<file path="config.mk">
export PLATFORM = sky130hd
export DESIGN_NAME = udp_ipv4_length_checksum_fill
export DESIGN_NICKNAME = d
export VERILOG_FILES = /design/src/hw/rtl/ucf_pkg.sv /design/src/hw/rtl/udp_ipv4_length_checksum_fill.sv /design/src/hw/rtl/ucf_accum.sv
export SDC_FILE = /design/constraint.sdc
export NUM_CORES = 1
export LEC_CHECK = 0
export ABC_AREA = 1
export BUFFER_PORTS_ARGS = -buffer_cell sky130_fd_sc_hd__buf_2
export CAP_MARGIN = 20
export CORE_ASPECT_RATIO = 1.75
export CORE_MARGIN = 2
export CORE_UTILIZATION = 40
export DETAILED_ROUTE_END_ITERATION = 8
export GPL_TIMING_DRIVEN = 0
export PLACE_DENSITY_LB_ADDON = 0.1
export SLEW_MARGIN = 20
export SYNTH_ARGS = -nofsm -noshare
export SYNTH_HDL_FRONTEND = slang
export SYNTH_SLANG_ARGS = --single-unit
</file>
<file path="constraint.sdc">
create_clock -name clk -period 8.6 [get_ports clk]
set_input_delay 0.86 -clock clk [delete_from_list [all_inputs] [get_ports clk]]
set_output_delay 0.86 -clock clk [all_outputs]
set_load 0.01 [all_outputs]
</file>
<file path="src/hw/rtl/ucf_pkg.sv">
// Types, constants and helper functions of the UDP/IPv4 length and checksum filler.
package ucf_pkg;

  localparam int unsigned PosW = 12;
  localparam int unsigned LenW = 13;
  localparam int unsigned IpSumW = 20;
  localparam int unsigned UdpSumW = 28;

  localparam logic [LenW-1:0] EthHdrLen = 13'h00E;
  localparam logic [LenW-1:0] UdpOffset = 13'h022;
  localparam logic [LenW-1:0] MinFrame = 13'd42;
  localparam logic [PosW-1:0] IpHdrStart = 12'h00E;
  localparam logic [PosW-1:0] IpHdrEnd = 12'h022;
  localparam logic [PosW-1:0] IpLenOff = 12'd16;
  localparam logic [PosW-1:0] IpCsumOff = 12'd24;
  localparam logic [PosW-1:0] IpAddrOff = 12'd26;
  localparam logic [PosW-1:0] UdpLenOff = 12'd38;
  localparam logic [PosW-1:0] UdpCsumOff = 12'd40;
  localparam logic [15:0] ProtoUdp = 16'h0011;
  localparam logic [15:0] CsumAllOnes = 16'hFFFF;

  typedef struct packed {
    logic        frame_error;
    logic [15:0] udp_checksum;
    logic [15:0] ip_header_checksum;
    logic [10:0] udp_length;
    logic [10:0] ip_total_length;
  } ucf_result_t;

  // Ones'-complement fold of a 32-bit sum down to 16 bits.
  function automatic logic [15:0] fold16(input logic [31:0] s);
    logic [16:0] a;
    logic [16:0] b;
    a = 17'(s[15:0]) + 17'(s[31:16]);
    b = 17'(a[15:0]) + 17'(a[16]);
    return b[15:0];
  endfunction

endpackage

</file>
<file path="src/hw/rtl/udp_ipv4_length_checksum_fill.sv">
// Top level of the UDP/IPv4 length and checksum filler.
//
// The in_ channel takes an Ethernet frame one byte per word, in wire order, with
// in_tlast on the last byte. The frame holds an IPv4 header at byte 14 and a UDP
// header at byte 34. For each frame the out_ channel gives one word: IP total
// length, UDP length, IP header checksum and UDP checksum in out_tdata, and a
// frame error flag in out_tuser (frame shorter than 42 bytes or longer than
// MAX_FRAME; all other fields are then zero).
// Throughput is one byte per cycle, except that a last byte waits while the
// output register is not free. Each byte is held in the input register, and the
// frame result is written to the output register as the last byte leaves it.
// The running sums are updated by one short add per byte, and the final folds
// run in the cycle that holds the last byte.
// Reset clears the input and output valid flags and all running sums.
// When the receiver stalls, the result waits in the output register and bytes
// of the next frame keep flowing; only a last byte waits in the input register
// until the output register is free.
module udp_ipv4_length_checksum_fill
  import ucf_pkg::*;
#(
  parameter int unsigned MAX_FRAME = 2048
) (
  input  logic        clk,
  input  logic        rst_n,
  input  logic        in_tvalid,
  output logic        in_tready,
  input  logic [7:0]  in_tdata,   // [7:0] frame_byte
  input  logic        in_tlast,
  output logic        out_tvalid,
  input  logic        out_tready,
  // [10:0] ip_total_length, [21:11] udp_length, [37:22] ip_header_checksum,
  // [53:38] udp_checksum, [55:54] zero
  output logic [55:0] out_tdata,
  output logic        out_tuser   // [0] frame_error
);

  logic        s1_valid_r;
  logic [7:0]  s1_byte_r;
  logic        s1_last_r;
  logic        out_valid_r;
  ucf_result_t out_res_r;
  ucf_result_t result;
  logic        out_free;
  logic        s1_fire;

  assign out_free = !out_valid_r || out_tready;
  assign s1_fire = s1_valid_r && (!s1_last_r || out_free);
  assign in_tready = !s1_valid_r || s1_fire;

  always_ff @(posedge clk) begin
    if (!rst_n) begin
      s1_valid_r <= 1'b0;
    end else if (in_tvalid && in_tready) begin
      s1_valid_r <= 1'b1;
    end else if (s1_fire) begin
      s1_valid_r <= 1'b0;
    end
  end

  always_ff @(posedge clk) begin
    if (in_tvalid && in_tready) begin
      s1_byte_r <= in_tdata;
      s1_last_r <= in_tlast;
    end
  end

  ucf_accum #(
    .MAX_FRAME(MAX_FRAME)
  ) u_accum (
    .clk(clk),
    .rst_n(rst_n),
    .byte_valid(s1_fire),
    .frame_byte(s1_byte_r),
    .end_of_frame(s1_last_r),
    .result(result)
  );

  always_ff @(posedge clk) begin
    if (!rst_n) begin
      out_valid_r <= 1'b0;
    end else if (s1_fire && s1_last_r) begin
      out_valid_r <= 1'b1;
    end else if (out_tready) begin
      out_valid_r <= 1'b0;
    end
  end

  always_ff @(posedge clk) begin
    if (s1_fire && s1_last_r) begin
      out_res_r <= result;
    end
  end

  assign out_tvalid = out_valid_r;
  assign out_tdata = {2'b00, out_res_r.udp_checksum, out_res_r.ip_header_checksum,
                      out_res_r.udp_length, out_res_r.ip_total_length};
  assign out_tuser = out_res_r.frame_error;

endmodule

</file>
<file path="src/hw/rtl/ucf_accum.sv">
// Per-byte word pairing, running checksum sums and end-of-frame result logic.
module ucf_accum
  import ucf_pkg::*;
#(
  parameter int unsigned MAX_FRAME = 2048
) (
  input  logic        clk,
  input  logic        rst_n,
  input  logic        byte_valid,
  input  logic [7:0]  frame_byte,
  input  logic        end_of_frame,
  output ucf_result_t result
);

  localparam logic [PosW-1:0] LastPos = PosW'(MAX_FRAME - 1);
  localparam logic [LenW-1:0] MaxLen = LenW'(MAX_FRAME);

  logic [PosW-1:0]    pos_r, pos_nxt;
  logic [IpSumW-1:0]  ip_sum_r, ip_sum_nxt;
  logic [UdpSumW-1:0] udp_sum_r, udp_sum_nxt;
  logic [7:0]         held_r, held_nxt;
  logic               too_long_r, too_long_nxt;

  logic [PosW-1:0]    start;
  logic [15:0]        word;
  logic               ip_add, udp_add;
  logic [IpSumW-1:0]  ip_sum_add;
  logic [UdpSumW-1:0] udp_sum_add;
  logic [LenW-1:0]    len;
  logic [LenW-1:0]    ip_len, udp_len;
  logic               err;
  logic [20:0]        ip_pre;
  logic [29:0]        udp_pre;
  logic [15:0]        udp_pad;
  logic [15:0]        ipc, udc;

  always_comb begin
    start = pos_r - PosW'(1);
    word = {held_r, frame_byte};
    // A word is complete when the byte at an odd position arrives.
    ip_add = !too_long_r && pos_r[0] && (start >= IpHdrStart) && (start < IpHdrEnd) &&
             (start != IpLenOff) && (start != IpCsumOff);
    udp_add = !too_long_r && pos_r[0] && (start >= IpAddrOff) &&
              (start != UdpLenOff) && (start != UdpCsumOff);
    ip_sum_add = ip_sum_r + (ip_add ? IpSumW'(word) : '0);
    udp_sum_add = udp_sum_r + (udp_add ? UdpSumW'(word) : '0);

    len = LenW'(pos_r) + LenW'(1);
    ip_len = len - EthHdrLen;
    udp_len = len - UdpOffset;
    err = too_long_r || (len < MinFrame) || (len > MaxLen);
    // An odd final byte is padded with a zero low byte.
    udp_pad = len[0] ? {frame_byte, 8'h00} : 16'h0000;

    ip_pre = 21'(ip_sum_add) + 21'(ip_len);
    // The UDP length is counted in both the pseudo-header and the UDP header.
    udp_pre = 30'(udp_sum_add) + 30'(udp_pad) + 30'(ProtoUdp) + 30'({udp_len, 1'b0});
    ipc = ~fold16(32'(ip_pre));
    udc = ~fold16(32'(udp_pre));
    if (udc == 16'h0000) begin
      udc = CsumAllOnes;
    end

    if (err) begin
      result = '0;
      result.frame_error = 1'b1;
    end else begin
      result.frame_error = 1'b0;
      result.udp_checksum = udc;
      result.ip_header_checksum = ipc;
      result.udp_length = udp_len[10:0];
      result.ip_total_length = ip_len[10:0];
    end
  end

  always_comb begin
    pos_nxt = pos_r;
    ip_sum_nxt = ip_sum_r;
    udp_sum_nxt = udp_sum_r;
    held_nxt = held_r;
    too_long_nxt = too_long_r;
    if (byte_valid) begin
      if (end_of_frame) begin
        pos_nxt = '0;
        ip_sum_nxt = '0;
        udp_sum_nxt = '0;
        held_nxt = '0;
        too_long_nxt = 1'b0;
      end else if (!too_long_r) begin
        ip_sum_nxt = ip_sum_add;
        udp_sum_nxt = udp_sum_add;
        if (!pos_r[0]) begin
          held_nxt = frame_byte;
        end
        // Past the maximum length nothing more is counted or summed.
        if (pos_r >= LastPos) begin
          too_long_nxt = 1'b1;
        end else begin
          pos_nxt = pos_r + PosW'(1);
        end
      end
    end
  end

  always_ff @(posedge clk) begin
    if (!rst_n) begin
      pos_r <= '0;
      ip_sum_r <= '0;
      udp_sum_r <= '0;
      held_r <= '0;
      too_long_r <= 1'b0;
    end else begin
      pos_r <= pos_nxt;
      ip_sum_r <= ip_sum_nxt;
      udp_sum_r <= udp_sum_nxt;
      held_r <= held_nxt;
      too_long_r <= too_long_nxt;
    end
  end

endmodule

</file>
==> After elaboration in Yosys (flattened, before gate mapping) <==
Index checks and enable logic that the tools add are counted.
{ "totals": {"register_bits": 135, "latch_bits": 0, "mem_bits_rw": 0, "romBits": 0, "input_bits": 13, "n_memories": 0} }
{ "op_classes": {"addsub": 15, "n_mul": 0, "n_div": 0, "magnitude_cmp": 6, "eq_ne": 7, "shift": 0, "muxes": 22, "n_bitwise": 2, "n_reduce_logical": 26} }
{ "ops": {"columns": ["op", "n"], "rows": [
  ["16-bit two-way mux", 4],
  ["28-bit two-way mux", 2],
  ["55-bit two-way mux", 1],
  ["20-bit two-way mux", 2],
  ["12-bit two-way mux", 3],
  ["16-bit by 1-bit adder with 16-bit output", 2],
  ["16-bit inverter", 2],
  ["30-bit by 14-bit adder with 30-bit output", 1],
  ["30-bit by 5-bit adder with 30-bit output (second input constant)", 1],
  ["28-bit by 16-bit adder with 29-bit output", 1],
  ["28-bit adder", 1],
  ["8-bit two-way mux", 3],
  ["12-bit by 5-bit inequality test with 1-bit output (second input constant)", 2],
  ["12-bit by 6-bit inequality test with 1-bit output (second input constant)", 2],
  ["20-bit by 13-bit adder with 21-bit output", 1],
  ["20-bit adder", 1],
  ["16-bit by 14-bit adder with 17-bit output", 1],
  ["16-bit by 5-bit adder with 17-bit output", 1],
  ["16-bit zero test", 1],
  ["12-bit by 1-bit adder with 13-bit output (second input constant)", 1],
  ["13-bit by 12-bit > comparator with 1-bit output (second input constant)", 1],
  ["13-bit by 6-bit less-than comparator with 1-bit output (second input constant)", 1],
  ["13-bit by 4-bit subtractor with 13-bit output (second input constant)", 1],
  ["13-bit by 6-bit subtractor with 13-bit output (second input constant)", 1],
  ["14 further kinds", 41]
]} }

==> Logic depth before layout (Yosys ltp) <==
Gate-level depths: netlist of run 1.
{ "logic_depth": {"ltp_word": 16, "mapped_depth": 66, "ltp_nobuf": 65} }

==> Cells and area by module <==
A second synthesis of run 1 with hierarchy kept.
{ "hier_totals": {"hier_cells": 1839, "hier_area_um2": 12414.4} }
{ "modules_own_cells": {"columns": ["mod", "n_inst", "cells_per_inst", "area_per_inst_um2"], "rows": [
  ["ucf_accum", 1, 1753, 10352.4],
  ["udp_ipv4_length_checksum_fill", 1, 86, 2062.0]
]} }

==> Least setup slack after synthesis of run 1 <==
No wires, ideal clock.
{ "synth_timing": {"path_type": "reg-to-reg", "start": "register u_accum.pos_r[0]", "end": "register out_res_r (netlist bit out_tdata[43]), data pin", "setup_time_ps": 263, "t_arrival_ps": 8575, "path_slack_ps": -239, "path_stages_with_launch": 61, "path_buffers": 2, "synth_period_minus_slack_ps": 8839, "cell_sequence": "dfxtp_1 -> inv_2 -> ha_1 -> xnor2_1 -> a21oi_1 -> o21ai_0 -> nand4_1 -> o21ai_1 -> clkbuf_1 -> nor2_1 -> ha_1 -> nand2_1 -> inv_1 -> nand3_1 -> nand2_1 -> nand2_1 -> nand2_1 -> xor2_1 -> [... 25 more ...] -> o211ai_1 -> nand3_1 -> nor2_1 -> ha_1 -> ha_1 -> inv_1 -> nor2_1 -> nand3_2 -> nor2_1 -> nand3_1 -> nor2_2 -> nand3_1 -> nor2_1 -> xor2_1 -> nor2_2 -> nand3_2 -> buf_6 -> a21oi_2"} }
{ "synth_via": {"elab_chain_len": 15} }
{ "synth_rtl": {"columns": ["item", "line_no", "text"], "rows": [
  ["from (decl)", "ucf_accum.sv:18", "logic [PosW-1:0] pos_r, pos_nxt;"],
  ["from (signal assigned)", "ucf_accum.sv:113", "pos_r <= pos_nxt;"],
  ["12-bit by 1-bit subtractor with 12-bit output", "ucf_accum.sv:38", "start = pos_r - PosW'(1);"],
  ["12-bit by 5-bit >= comparator with 1-bit output", "ucf_accum.sv:43", "udp_add = !too_long_r && pos_r[0] && (start >= IpAddrOff) &&"],
  ["1-bit logical AND (2 in series)", "ucf_accum.sv:43", null],
  ["1-bit logical AND", "ucf_accum.sv:44", "(start != UdpLenOff) && (start != UdpCsumOff);"],
  ["16-bit two-way mux", "ucf_accum.sv:46", "udp_sum_add = udp_sum_r + (udp_add ? UdpSumW'(word) : '0);"],
  ["28-bit adder", "ucf_accum.sv:46", null],
  ["28-bit by 16-bit adder with 29-bit output", "ucf_accum.sv:57", "udp_pre = 30'(udp_sum_add) + 30'(udp_pad) + 30'(ProtoUdp) + 30'({udp_len, 1'b0});"],
  ["30-bit by 5-bit adder with 30-bit output", "ucf_accum.sv:57", null],
  ["30-bit by 14-bit adder with 30-bit output", "ucf_accum.sv:57", null],
  ["16-bit by 14-bit adder with 17-bit output", "ucf_pkg.sv:34", "a = 17'(s[15:0]) + 17'(s[31:16]);"],
  ["16-bit by 1-bit adder with 16-bit output", "ucf_pkg.sv:35", "b = 17'(a[15:0]) + 17'(a[16]);"],
  ["16-bit inverter", "ucf_accum.sv:59", "udc = ~fold16(32'(udp_pre));"],
  ["16-bit zero test", "ucf_accum.sv:60", "if (udc == 16'h0000) begin"],
  ["16-bit two-way mux", "ucf_accum.sv:60", null],
  ["to (signal assigned)", "udp_ipv4_length_checksum_fill.sv:90", "out_res_r <= result;"],
  ["to (decl)", "udp_ipv4_length_checksum_fill.sv:41", "ucf_result_t out_res_r;"]
]} }
Several ways; a longest one is shown, not always the timed one.
A chain may end at the register's enable or synchronous reset.

==> Worst setup path in the final report of run 1 <==
{ "layout_timing": {"start": "register u_accum.pos_r[0]", "end": "register out_res_r (netlist bit out_tdata[48]), data pin"} }
Same word-level chain as after synthesis.

==> metrics.log, run 1 <==
INFO  metric run_status = complete, but fails checks
INFO  metric failing_checks = setup timing
INFO  metric endpoint_kind = register
INFO  metric drt.antenna.violating_nets = 0
INFO  metric met1_usage = 23.5%
INFO  metric power_leakage = 8.33 nW
INFO  metric initial_antenna_violation_count = 0
INFO  metric totalWireLength = 44,400 um
INFO  metric grt_overflow = 0
INFO  metric synth.lib_cells_used.distinct = 52
INFO  metric maxClockFrequency = 0.110 GHz
INFO  metric detailroute.via_count = 13,956
INFO  metric fin_worst_skew = 0.0110 ns
INFO  metric firstDrtPassIters = 5
INFO  metric critPathTopFamily = buffers and inverters
INFO  metric power.share.clock = 36.6%
INFO  metric post_synth_most_frequent_cells = sky130_fd_sc_hd__nand2_1, sky130_fd_sc_hd__inv_1, sky130_fd_sc_hd__nor2_1, sky130_fd_sc_hd__a21oi_1, sky130_fd_sc_hd__nand3_1
INFO  metric final.min_clock_period = 9.11 ns
INFO  metric power.density_cell_area = 110 nW/um2
INFO  metric number_of_ports_placed_on_the_die_boundary = 72
INFO  metric grt_util_met3 = 2.77%
INFO  metric yosysWarningCount = 0
INFO  metric worst_ep_required_time = 8.79 ns
INFO  metric gp_congestion = 0.918
INFO  metric drt_first_iter_violations = 588
INFO  metric hold_path_class = reg2reg
INFO  metric h-tree-depth = 4
INFO  metric cts_max_path_buffers = 2
INFO  metric clockRootBuffer = sky130_fd_sc_hd__clkbuf_16
INFO  metric timing.final.hold_violations = 0
INFO  metric diodes = 0
INFO  metric total_power = 1.90 mW
INFO  metric path_common_cell = sky130_fd_sc_hd__buf_4
INFO  metric critPathBufInv = 25
INFO  metric nets = 2,435
INFO  metric worst_slew_pin_slew = 0.676 ns
INFO  metric setup_ws = -0.505 ns
INFO  metric grt_max_degree = 39
INFO  metric p_int = 1.28 mW
INFO  metric average_vias_per_placed_instance = 5.13
INFO  metric all_layer_gr_usage = 25.8%
INFO  metric power.net_switching = 0.621 mW
INFO  metric synth_top_cell_by_area = sky130_fd_sc_hd__nand2_1
INFO  metric groute.layer.met2.usage = 51.3%
INFO  metric fin_crit_sh = 106%
INFO  metric finalSetupViolations = 18
INFO  metric yosysSeqAreaShare = 25.0%
INFO  metric post-synth-top-area-fraction = 18.8%
INFO  metric critPathLaunchType = register
INFO  metric finalMaxSlewViolations = 0
INFO  metric synth_to_final_area_change = 31.3%
INFO  metric cts_sinks = 133
INFO  metric numCtsBuffers = 17
INFO  metric max-vdd-ir-drop = 0.0000936 V
INFO  metric timing.critical_path.slowest_cell_delay = 0.36 ns
INFO  metric synth_top_cells_by_area = sky130_fd_sc_hd__nand2_1, sky130_fd_sc_hd__edfxtp_1, sky130_fd_sc_hd__dfxtp_1, sky130_fd_sc_hd__ha_1, sky130_fd_sc_hd__inv_1
INFO  metric number_of_synthesized_flops_with_an_enable_pin = 62
INFO  metric synth_area_per_cell = 6.31 um2
INFO  metric worst_skew_pair_latency = 0.44 ns
INFO  metric portBuffers = 69
INFO  metric synthCells = 2,077
INFO  metric fp.dieArea = 34,300 um2
INFO  metric finalInstanceArea = 17,200 um2
INFO  metric clk_transition_reported_paths = 0.06 ns
INFO  metric finalSetupTns = -7.44 ns
INFO  metric detail_route.wl_per_cell = 16.3 um
INFO  metric die-height = 243 um
INFO  metric die_width = 141 um
INFO  metric synth_area = 13,100 um2
INFO  metric place_area = 14,000 um2
INFO  metric tritoncts = yes
INFO  metric p_seq_share = 35.5%
INFO  metric cp_slowest_cell = sky130_fd_sc_hd__dfxtp_4
INFO  metric post-route-drc-count = 0
INFO  metric global_route.peak_usage_layer = met2
INFO  metric core-area = 32,200 um2
INFO  metric postCtsHoldBufs = 0
INFO  metric cp_max_fo = 5
INFO  metric ys_dominant_reg_cell = sky130_fd_sc_hd__dfxtp_1
INFO  metric crit_type = reg2reg
INFO  metric async_flop_share = 0%
INFO  metric detailedPlacementHpwl = 34,500 um
INFO  metric postSynthRegisterBits = 133
INFO  metric power_frac_comb = 28.0%
INFO  metric vias_in_the_first_global_route = 14,005
INFO  metric grt_setup_unrepaired = true
INFO  metric starting_density_of_the_core = 40.7%
INFO  metric yosysMostFrequentCell = sky130_fd_sc_hd__nand2_1
INFO  metric cp.arrival = 9.29 ns
INFO  metric drv.max_cap_violation_count = 0
INFO  metric drive_above_1_share = 24.0%
INFO  metric timing.slew.headroom = 54.9%
INFO  metric grt_pass1_wl = 69,400 um
INFO  metric switching_share = 32.7%
INFO  metric rows = 87
[cell families after synthesis]
| group | Yosys count | share of synthesized area, % |
|---|---|---|
| XOR/XNOR | 89 | 5.95 |
| buffers and inverters | 368 | 10.8 |
| adder cells (fa/ha/maj) | 117 | 11.6 |
| flip-flops | 133 | 25.0 |
| AND/OR/NAND/NOR | 1135 | 36.8 |
| AO/OA/AOI/OAI | 234 | 9.78 |
| other | 1 | 0.0286 |
[metal layers]
| metal | wire (um) | part of all wire (%) |
|---|---|---|
| met5 | 0 | 0 |
| met4 | 3770 | 8.5 |
| met1 | 15200 | 34 |
| met2 | 24500 | 55 |
| met3 | 905 | 2.0 |
[power groups by stage]
stage	Sequential, mW	Combinational [mW]	Clock, mW
2_1_floorplan	0.691	0.258	0
3_3_place_gp	0.689	0.358	0
3_5_place_dp	0.689	0.362	0
4_1_cts	0.675	0.458	0.705
5_1_grt	0.675	0.584	0.725
6_report	0.674	0.532	0.695
[through the flow]
stage                     utilization, %  instances  setup WS, ns  hold WS (ns)
after floorplan                        -       2079        0.0105         0.441
after detailed placement            43.5       2549         -2.39         0.458
final                               53.4       2718        -0.505         0.465
after CTS                           50.7       2683        -0.478         0.466
after global placement              43.4       2548         -2.29         0.453
after global routing                53.4       2718        -0.995         0.485
[layout make-up]
| class | instances | area (um2) |
|---|---|---|
| clock buffer | 23 | 489 |
| tap | 400 | 500 |
| timing repair buffer | 208 | 1460 |
| clock inverter | 9 | 50.0 |
| fill | 3127 | 15000 |
| multi-input combinational | 1578 | 9960 |
| sequential | 133 | 3300 |
| buffer | 32 | 181 |
| inverter | 335 | 1270 |
[placed cells by master, fill, tap and decap left out, types with 62 or more instances in the layout]
cell,n
sky130_fd_sc_hd__a21oi_1,123
sky130_fd_sc_hd__ha_1,70
sky130_fd_sc_hd__buf_2,74
sky130_fd_sc_hd__nand2_1,605
sky130_fd_sc_hd__nor2_1,169
sky130_fd_sc_hd__inv_1,308
sky130_fd_sc_hd__nand3_1,114
sky130_fd_sc_hd__dfxtp_1,67
sky130_fd_sc_hd__edfxtp_1,62
sky130_fd_sc_hd__buf_4,135
[registers in the layout, summed over array words and instances (netlist names)]
signal,cells
out_tdata,52
u_accum.udp_sum_r,28
u_accum.ip_sum_r,20
u_accum.pos_r,12
s1_byte_r,8
u_accum.held_r,8
out_tuser,1
out_tvalid,1
s1_last_r,1
s1_valid_r,1
u_accum.too_long_r,1
[worst reg2reg max path, delay by kind of cell (launching register included)]
family          cells  cell delay [ns]
simple gates       25             2.45
buf+inv            25             2.96
compound gates      6             0.72
flops               1             0.36
xor+xnor            3             0.63
fa+ha+maj           7             1.73
[path summary, 6_finish.rpt]
path | start | end | slack [ns] | cells past startpoint
worst max register to register | u_accum.pos_r[0]$_SDFFE_PN0P_ | out_tdata[48]$_SDFFCE_PP0P_ | -0.51 | 66
worst min register to register | u_accum.held_r[0]$_SDFFE_PN0P_ | u_accum.held_r[0]$_SDFFE_PN0P_ | 0.46 | 2
worst max-delay path | u_accum.pos_r[0]$_SDFFE_PN0P_ | out_tdata[48]$_SDFFCE_PP0P_ | -0.51 | 66
worst min-delay path | u_accum.held_r[0]$_SDFFE_PN0P_ | u_accum.held_r[0]$_SDFFE_PN0P_ | 0.46 | 2
[repair_timing]
item	CTS	global route
gates resized for setup	197	141
endpoints found under the setup margin	32	26
setup buffers	101	37
pin swaps	92	109
gates cloned	2	0
(Power assumes the default switching activity.)
==> inputs of run 2 (changes only) <==
--- a/config.mk
+++ b/config.mk
@@ -14,6 +14,8 @@
 export DETAILED_ROUTE_END_ITERATION = 8
 export GPL_TIMING_DRIVEN = 0
 export PLACE_DENSITY_LB_ADDON = 0.1
+export RECOVER_POWER = 50
+export SETUP_SLACK_MARGIN = 0.02
 export SLEW_MARGIN = 20
 export SYNTH_ARGS = -nofsm -noshare
 export SYNTH_HDL_FRONTEND = slang
==> run 2 against run 1 <==
  * The run ends with capacitance limit, slew limit, setup timing left
  * Critical endpoint is now out_tdata[44]$_SDFFCE_PP0P_
  * Critical path depth unchanged
  * Worst hold slack better by 0.0039 ns
  * Largest power group unchanged
  * Maximum frequency down 0.76%
==> metrics.log, run 2 (synthesis gave the netlist of run 1 again) <==
INFO  metric run_status = complete, but fails checks
INFO  metric failing_checks = capacitance limit, slew limit, setup timing
INFO  metric drt_first_iter_violations = 611 (+3.9%)
INFO  metric setup_ws = -0.575 ns (-0.0700 ns)
INFO  metric diodes = 0 (unchanged)
INFO  metric drive_above_1_share = 20.8% (-3.3 points)
INFO  metric totalWireLength = 44,100 um (-0.53%)
INFO  metric gp_congestion = 0.919 (+0.11%)
INFO  metric h-tree-depth = 4 (unchanged)
INFO  metric grt_setup_unrepaired = true
INFO  metric starting_density_of_the_core = 40.7% (unchanged)
INFO  metric hold_path_class = reg2reg
INFO  metric average_vias_per_placed_instance = 5.12 (-0.22%)
INFO  metric cp.arrival = 9.48 ns (+0.19 ns)
INFO  metric power.density_cell_area = 115 nW/um2 (+3.7%)
INFO  metric grt_max_degree = 39 (unchanged)
INFO  metric p_seq_share = 34.6% (-0.9 points)
INFO  metric cp_max_fo = 6 (+1)
INFO  metric fin_worst_skew = 0.0137 ns (+0.00279 ns)
INFO  metric cts_sinks = 133 (unchanged)
INFO  metric die_width = 141 um (unchanged)
INFO  metric power.net_switching = 0.627 mW (+1.1%)
INFO  metric finalSetupViolations = 16 (-2)
INFO  metric portBuffers = 69 (unchanged)
INFO  metric critPathBufInv = 21 (-16%)
INFO  metric fin_crit_sh = 107% (+0.81 points)
INFO  metric clockRootBuffer = sky130_fd_sc_hd__clkbuf_16
INFO  metric timing.slew.headroom = -36.3% (-91 points)
INFO  metric critPathTopFamily = simple AND/OR/NAND/NOR gates
INFO  metric power_leakage = 8.19 nW (-1.8%)
INFO  metric vias_in_the_first_global_route = 13,589 (-3.0%)
INFO  metric core-area = 32,200 um2 (unchanged)
INFO  metric largest_reg_flops = 52 (unchanged)
INFO  metric drv.max_cap_violation_count = 1 (+1)
INFO  metric endpoint_kind = register
INFO  metric post-route-drc-count = 0 (unchanged)
INFO  metric detailroute.via_count = 13,910 (-0.33%)
INFO  metric detailedPlacementHpwl = 34,500 um (+0.10%)
INFO  metric number_of_ports_placed_on_the_die_boundary = 72 (unchanged)
INFO  metric numCtsBuffers = 17 (unchanged)
INFO  metric path_common_cell = sky130_fd_sc_hd__buf_4
INFO  metric timing.critical_path.slowest_cell_delay = 0.39 ns (+0.03 ns)
INFO  metric p_int = 1.32 mW (+3.4%)
INFO  metric max-vdd-ir-drop = 0.000107 V (+15%)
INFO  metric final.min_clock_period = 9.18 ns (+0.0700 ns)
INFO  metric power_frac_comb = 24.8% (-3.2 points)
INFO  metric maxClockFrequency = 0.109 GHz (-0.76%)
INFO  metric cts_max_path_buffers = 2 (unchanged)
INFO  metric timing.hold.ws = 0.469 ns (+0.00387 ns)
INFO  metric synth_to_final_area_change = 29.9%
INFO  metric all_layer_gr_usage = 25.3% (-0.49 points)
INFO  metric switching_share = 32.2% (-0.50 points)
INFO  metric tritoncts = yes
INFO  metric rows = 87 (unchanged)
INFO  metric place_worst_setup_slack = -2.32 ns (+0.0722 ns)
INFO  metric initial_antenna_violation_count = 0 (unchanged)
INFO  metric die-height = 243 um (unchanged)
INFO  metric clk_transition_reported_paths = 0.06 ns (about the same)
INFO  metric postCtsHoldBufs = 0 (unchanged)
INFO  metric cp_slowest_cell = sky130_fd_sc_hd__ha_2
INFO  metric firstDrtPassIters = 6 (+1)
INFO  metric detail_route.wl_per_cell = 16.3 um (-0.42%)
INFO  metric critPathLaunchType = register
INFO  metric fillers = 3,225 (+3.1%)
INFO  metric top_library_cells_by_usage_in_the_layout_fill_and_taps_aside = sky130_fd_sc_hd__nand2_1, sky130_fd_sc_hd__inv_1, sky130_fd_sc_hd__nor2_1
INFO  metric drt.antenna.violating_nets = 0 (unchanged)
INFO  metric crit_type = reg2reg
INFO  metric power.share.clock = 40.6% (+4.0 points)
INFO  metric worst_ep_required_time = 8.91 ns (+0.12 ns)
INFO  metric most_common_cell_after_layout_fill_and_taps_aside = sky130_fd_sc_hd__nand2_1
INFO  metric grt_overflow = 0 (unchanged)
INFO  metric timing.final.hold_violations = 0 (unchanged)
INFO  metric grt_pass1_wl = 67,900 um (-2.2%)
INFO  metric worst_slew_pin_slew = 2.04 ns (+1.37 ns)
INFO  metric finalMaxSlewViolations = 39 (+39)
INFO  metric worst_skew_pair_latency = 0.46 ns (+0.02 ns)
INFO  metric fp.dieArea = 34,300 um2 (unchanged)
INFO  metric nets = 2,432 (-0.12%)
-- run 2: cell types whose count changed in the layout (fill, tap and decap cells not counted), sizes merged --
cell / delta
inv: +3
buf: -58
clkinv: -2
clkbuf: +52
bufinv: +2
-- run 2: worst reg2reg max path, delay by kind of cell, from the launching register on --
family | cells | cell delay, ns
buf+inv | 21 | 2.37
compound gates | 10 | 1.65
flops | 1 | 0.37
simple gates | 27 | 2.57
xor+xnor | 2 | 0.42
fa+ha+maj | 6 | 1.70
-- run 2: metrics by stage --
step / util, % / total power, mW / TNS [ns] / cells / area, um2
3_3_place_gp: 43.4 / 1.05 / -59.19 / 2548 / 14000
3_5_place_dp: 43.5 / 1.05 / -61.23 / 2549 / 14000
4_1_cts: 49.7 / 1.91 / -10.50 / 2662 / 16000
6_report: 52.9 / 1.95 / -8.15 / 2715 / 17000
2_1_floorplan: - / 0.949 / 0 / 2079 / 13200
5_1_grt: 52.9 / 2.03 / -16.29 / 2715 / 17000
-- run 2: power by group through the flow --
stage | Clock [mW] | Combinational (mW) | Sequential, mW
2_1_floorplan | 0 | 0.258 | 0.691
3_3_place_gp | 0 | 0.358 | 0.689
3_5_place_dp | 0 | 0.362 | 0.689
4_1_cts | 0.800 | 0.437 | 0.674
5_1_grt | 0.822 | 0.535 | 0.676
6_report | 0.792 | 0.484 | 0.675
-- run 2: path summary, 6_finish.rpt --
check                                  from                        endpoint  slack [ns]  cells after the start
max           u_accum.pos_r[1]$_SDFFE_PN0P_     out_tdata[44]$_SDFFCE_PP0P_       -0.58                     66
min          u_accum.held_r[7]$_SDFFE_PN0P_  u_accum.held_r[7]$_SDFFE_PN0P_        0.47                      2
max reg2reg   u_accum.pos_r[1]$_SDFFE_PN0P_     out_tdata[44]$_SDFFCE_PP0P_       -0.58                     66
min reg2reg  u_accum.held_r[7]$_SDFFE_PN0P_  u_accum.held_r[7]$_SDFFE_PN0P_        0.47                      2
-- run 2: timing repair --
item	in CTS	in global routing
gates cloned	2	0
pin swaps	79	73
buffers inserted	81	56
resized for setup	154	162
setup endpoints to repair	32	29
-- run 2: routing by layer --
layer  share of wire (%)  vias up  global-route usage (%)
met5                   0        -                       0
met4                 7.4        0                    18.1
met2                  56      244                    50.8
met3                 2.0      112                    2.57
met1                  35     6464                    23.0
li1                    -     7090                       -
-- run 2: area by class of cell --
type	count	area, um2	share of cell area (%)
plain buffers	32	190	1.12
well taps	400	500	2.94
repair buffers	205	1370	8.02
clock inverters	12	139	0.815
multi-input cells	1578	9790	57.5
inverters	335	1270	7.46
clock buffers	20	479	2.81
flip-flops and latches	133	3290	19.3
==> inputs of run 3 (changes only) <==
--- a/config.mk
+++ b/config.mk
@@ -6,7 +6,7 @@
 export NUM_CORES = 1
 export LEC_CHECK = 0
 export ABC_AREA = 1
-export BUFFER_PORTS_ARGS = -buffer_cell sky130_fd_sc_hd__buf_2
+export BUFFER_PORTS_ARGS = -buffer_cell sky130_fd_sc_hd__buf_4
 export CAP_MARGIN = 20
 export CORE_ASPECT_RATIO = 1.75
 export CORE_MARGIN = 2
==> run 3 against run 2 <==
  * The flow still finishes with violations (capacitance limit, slew limit, setup timing)
  * Non-clock buffer count grew 5
  * Final cell count grew 0.18%
  * Total power grew 0.95%
  * Flip-flop and latch count is the same
  * Sequential power is essentially flat
==> metrics.log, run 3 (synthesis gave the netlist of run 1 again) <==
INFO  metric maxClockFrequency = 0.111 GHz (+1.4%)
INFO  metric average_vias_per_placed_instance = 5.11 (-0.17%)
INFO  metric switching_share = 31.7% (-0.43 points)
INFO  metric postCtsHoldBufs = 0 (unchanged)
INFO  metric tritoncts = yes
INFO  metric total_power = 1.97 mW (+0.95%)
INFO  metric fin_crit_sh = 105% (-1.5 points)
INFO  metric cp.arrival = 9.35 ns (-0.13 ns)
INFO  metric worst_slew_pin_slew = 1.98 ns (-0.0674 ns)
INFO  metric initial_antenna_violation_count = 0 (unchanged)
INFO  metric finalInstanceArea = 17,200 um2 (+1.2%)
INFO  metric p_int = 1.34 mW (+1.6%)
INFO  metric numCtsBuffers = 17 (unchanged)
INFO  metric hold_path_class = reg2reg
INFO  metric detail_route.wl_per_cell = 16.7 um (+2.4%)
INFO  metric crit_type = reg2reg
INFO  metric clk_transition_reported_paths = 0.07 ns (about the same)
INFO  metric cp_max_fo = 5 (-1)
INFO  metric grt_pass1_wl = 70,000 um (+3.1%)
INFO  metric drive_above_1_share = 21.9% (+1.1 points)
INFO  metric detailedPlacementHpwl = 35,000 um (+1.4%)
INFO  metric finalSetupViolations = 22 (+6)
INFO  metric detailroute.via_count = 13,912 (+0.014%)
INFO  metric firstDrtPassIters = 5 (-1)
INFO  metric number_of_ports_placed_on_the_die_boundary = 72 (unchanged)
INFO  metric gp_congestion = 0.944 (+2.7%)
INFO  metric worst_skew_pair_latency = 0.45 ns (about the same)
INFO  metric power.net_switching = 0.625 mW (-0.40%)
INFO  metric drt.antenna.violating_nets = 0 (unchanged)
INFO  metric all_layer_gr_usage = 26.1% (+0.80 points)
INFO  metric nets = 2,437 (+0.21%)
INFO  metric finalMaxSlewViolations = 38 (-2.6%)
INFO  metric fp.dieArea = 34,300 um2 (unchanged)
INFO  metric place_area = 14,200 um2 (+1.2%)
INFO  metric vias_in_the_first_global_route = 14,025 (+3.2%)
INFO  metric rows = 87 (unchanged)
INFO  metric clockRootBuffer = sky130_fd_sc_hd__clkbuf_16
INFO  metric diodes = 0 (unchanged)
INFO  metric cts_sinks = 133 (unchanged)
INFO  metric max-vdd-ir-drop = 0.0000990 V (-7.7%)
INFO  metric final.min_clock_period = 9.05 ns (-0.128 ns)
INFO  metric path_common_cell = sky130_fd_sc_hd__nor2_4
INFO  metric fillers = 3,229 (+0.12%)
INFO  metric portBuffers = 69 (unchanged)
INFO  metric starting_density_of_the_core = 40.7% (unchanged)
INFO  metric core-area = 32,200 um2 (unchanged)
INFO  metric endpoint_kind = register
INFO  metric totalWireLength = 45,300 um (+2.6%)
INFO  metric worst_ep_required_time = 8.90 ns (about the same)
INFO  metric critPathLaunchType = register
INFO  metric die_width = 141 um (unchanged)
INFO  metric fin_worst_skew = 0.0112 ns (-0.00250 ns)
INFO  metric grt_max_degree = 38 (-2.6%)
INFO  metric drt_first_iter_violations = 604 (-1.1%)
INFO  metric grt_overflow = 0 (unchanged)
INFO  metric h-tree-depth = 4 (unchanged)
INFO  metric cts_max_path_buffers = 2 (unchanged)
INFO  metric most_common_cell_after_layout_fill_and_taps_aside = sky130_fd_sc_hd__nand2_1
INFO  metric timing.critical_path.slowest_cell_delay = 0.36 ns (-0.03 ns)
INFO  metric power.share.clock = 40.6% (about the same)
INFO  metric cp_slowest_cell = sky130_fd_sc_hd__ha_1
INFO  metric timing.slew.headroom = -31.8% (+4.5 points)
INFO  metric post_layout_util = 53.5% (+0.65 points)
INFO  metric power.density_cell_area = 114 nW/um2 (-0.28%)
INFO  metric synth_to_final_area_change = 31.5%
INFO  metric power_leakage = 8.19 nW (about the same)
INFO  metric failing_checks = capacitance limit, slew limit, setup timing
INFO  metric rrSetupSlack = -0.45 ns (+0.13 ns)
INFO  metric timing.final.hold_violations = 0 (unchanged)
INFO  metric drv.max_cap_violation_count = 1 (unchanged)
INFO  metric post-route-drc-count = 0 (unchanged)
INFO  metric run_status = complete, but fails checks
INFO  metric power_frac_comb = 25.1% (+0.3 points)
INFO  metric largest_reg_flops = 52 (unchanged)
INFO  metric top_library_cells_by_usage_in_the_layout_fill_and_taps_aside = sky130_fd_sc_hd__nand2_1, sky130_fd_sc_hd__inv_1, sky130_fd_sc_hd__nor2_1
INFO  metric setup_ws = -0.447 ns (+0.128 ns)
INFO  metric die-height = 243 um (unchanged)
INFO  metric p_seq_share = 34.3% (-0.3 points)
INFO  metric grt_setup_unrepaired = true
[run 3: power by group through the flow]
stage	clock network [mW]	registers (mW)	logic [mW]
CTS	0.809	0.674	0.448
finish	0.800	0.674	0.495
global placement	0	0.689	0.364
global route	0.836	0.675	0.543
floorplan	0	0.691	0.258
detailed placement	0	0.689	0.368
[run 3: worst paths after layout]
path / to / cells past startpoint / from
worst min-delay path: u_accum.ip_sum_r[14]$_SDFFE_PN0P_ / 2 / u_accum.ip_sum_r[14]$_SDFFE_PN0P_
worst max register to register: out_tdata[47]$_SDFFCE_PP0P_ / 63 / u_accum.pos_r[0]$_SDFFE_PN0P_
worst min register to register: u_accum.ip_sum_r[14]$_SDFFE_PN0P_ / 2 / u_accum.ip_sum_r[14]$_SDFFE_PN0P_
worst max-delay path: out_tdata[47]$_SDFFCE_PP0P_ / 63 / u_accum.pos_r[0]$_SDFFE_PN0P_
[run 3: timing repair]
action                                  CTS  global route
endpoints found under the setup margin   32            28
hold endpoints to repair                  0             0
buffers inserted                         96            48
cloned                                    2             0
pin swaps                               115           142
gates resized for setup                 204           143
[run 3: critical path, delay by kind of cell (launching register included)]
family                     cells  cell delay [ns]
xor gates and xnor gates       3             0.66
adders and majority gates      8             2.15
AOI/OAI and AO/OA              6             0.88
DFF                            1             0.35
and+or+nand+nor               39             4.19
buffers and inverters          7             0.65
[run 3: per-layer routing]
metal,GRT usage [%],share of wire (%),up-vias,wire length (um)
li1,-,-,7095,-
met1,24.2,35,6423,15700
met2,51.8,55,258,25100
met3,2.91,1.9,136,882
met4,18.2,7.9,0,3570
met5,0,0,-,0
[run 3: area by class of cell]
cell class	count	area, um2	area share, %
multi-input combinational	1578	9940	57.7
sequential	133	3300	19.1
timing repair buffer	211	1430	8.30
inverter	335	1270	7.39
clock buffer	22	518	3.00
tap	400	500	2.90
buffer	31	166	0.965
clock inverter	10	114	0.660
[run 3: metrics by stage]
| step | TNS, ns | instances | hold WS, ns | setup WS (ns) |
|---|---|---|---|---|
| global placement | -56.53 | 2548 | 0.453 | -2.15 |
| global route | -19.52 | 2720 | 0.491 | -0.984 |
| CTS | -8.56 | 2678 | 0.467 | -0.598 |
| detailed placement | -57.79 | 2549 | 0.457 | -2.20 |
| floorplan | 0 | 2079 | 0.441 | 0.0520 |
| finish | -7.29 | 2720 | 0.470 | -0.447 |
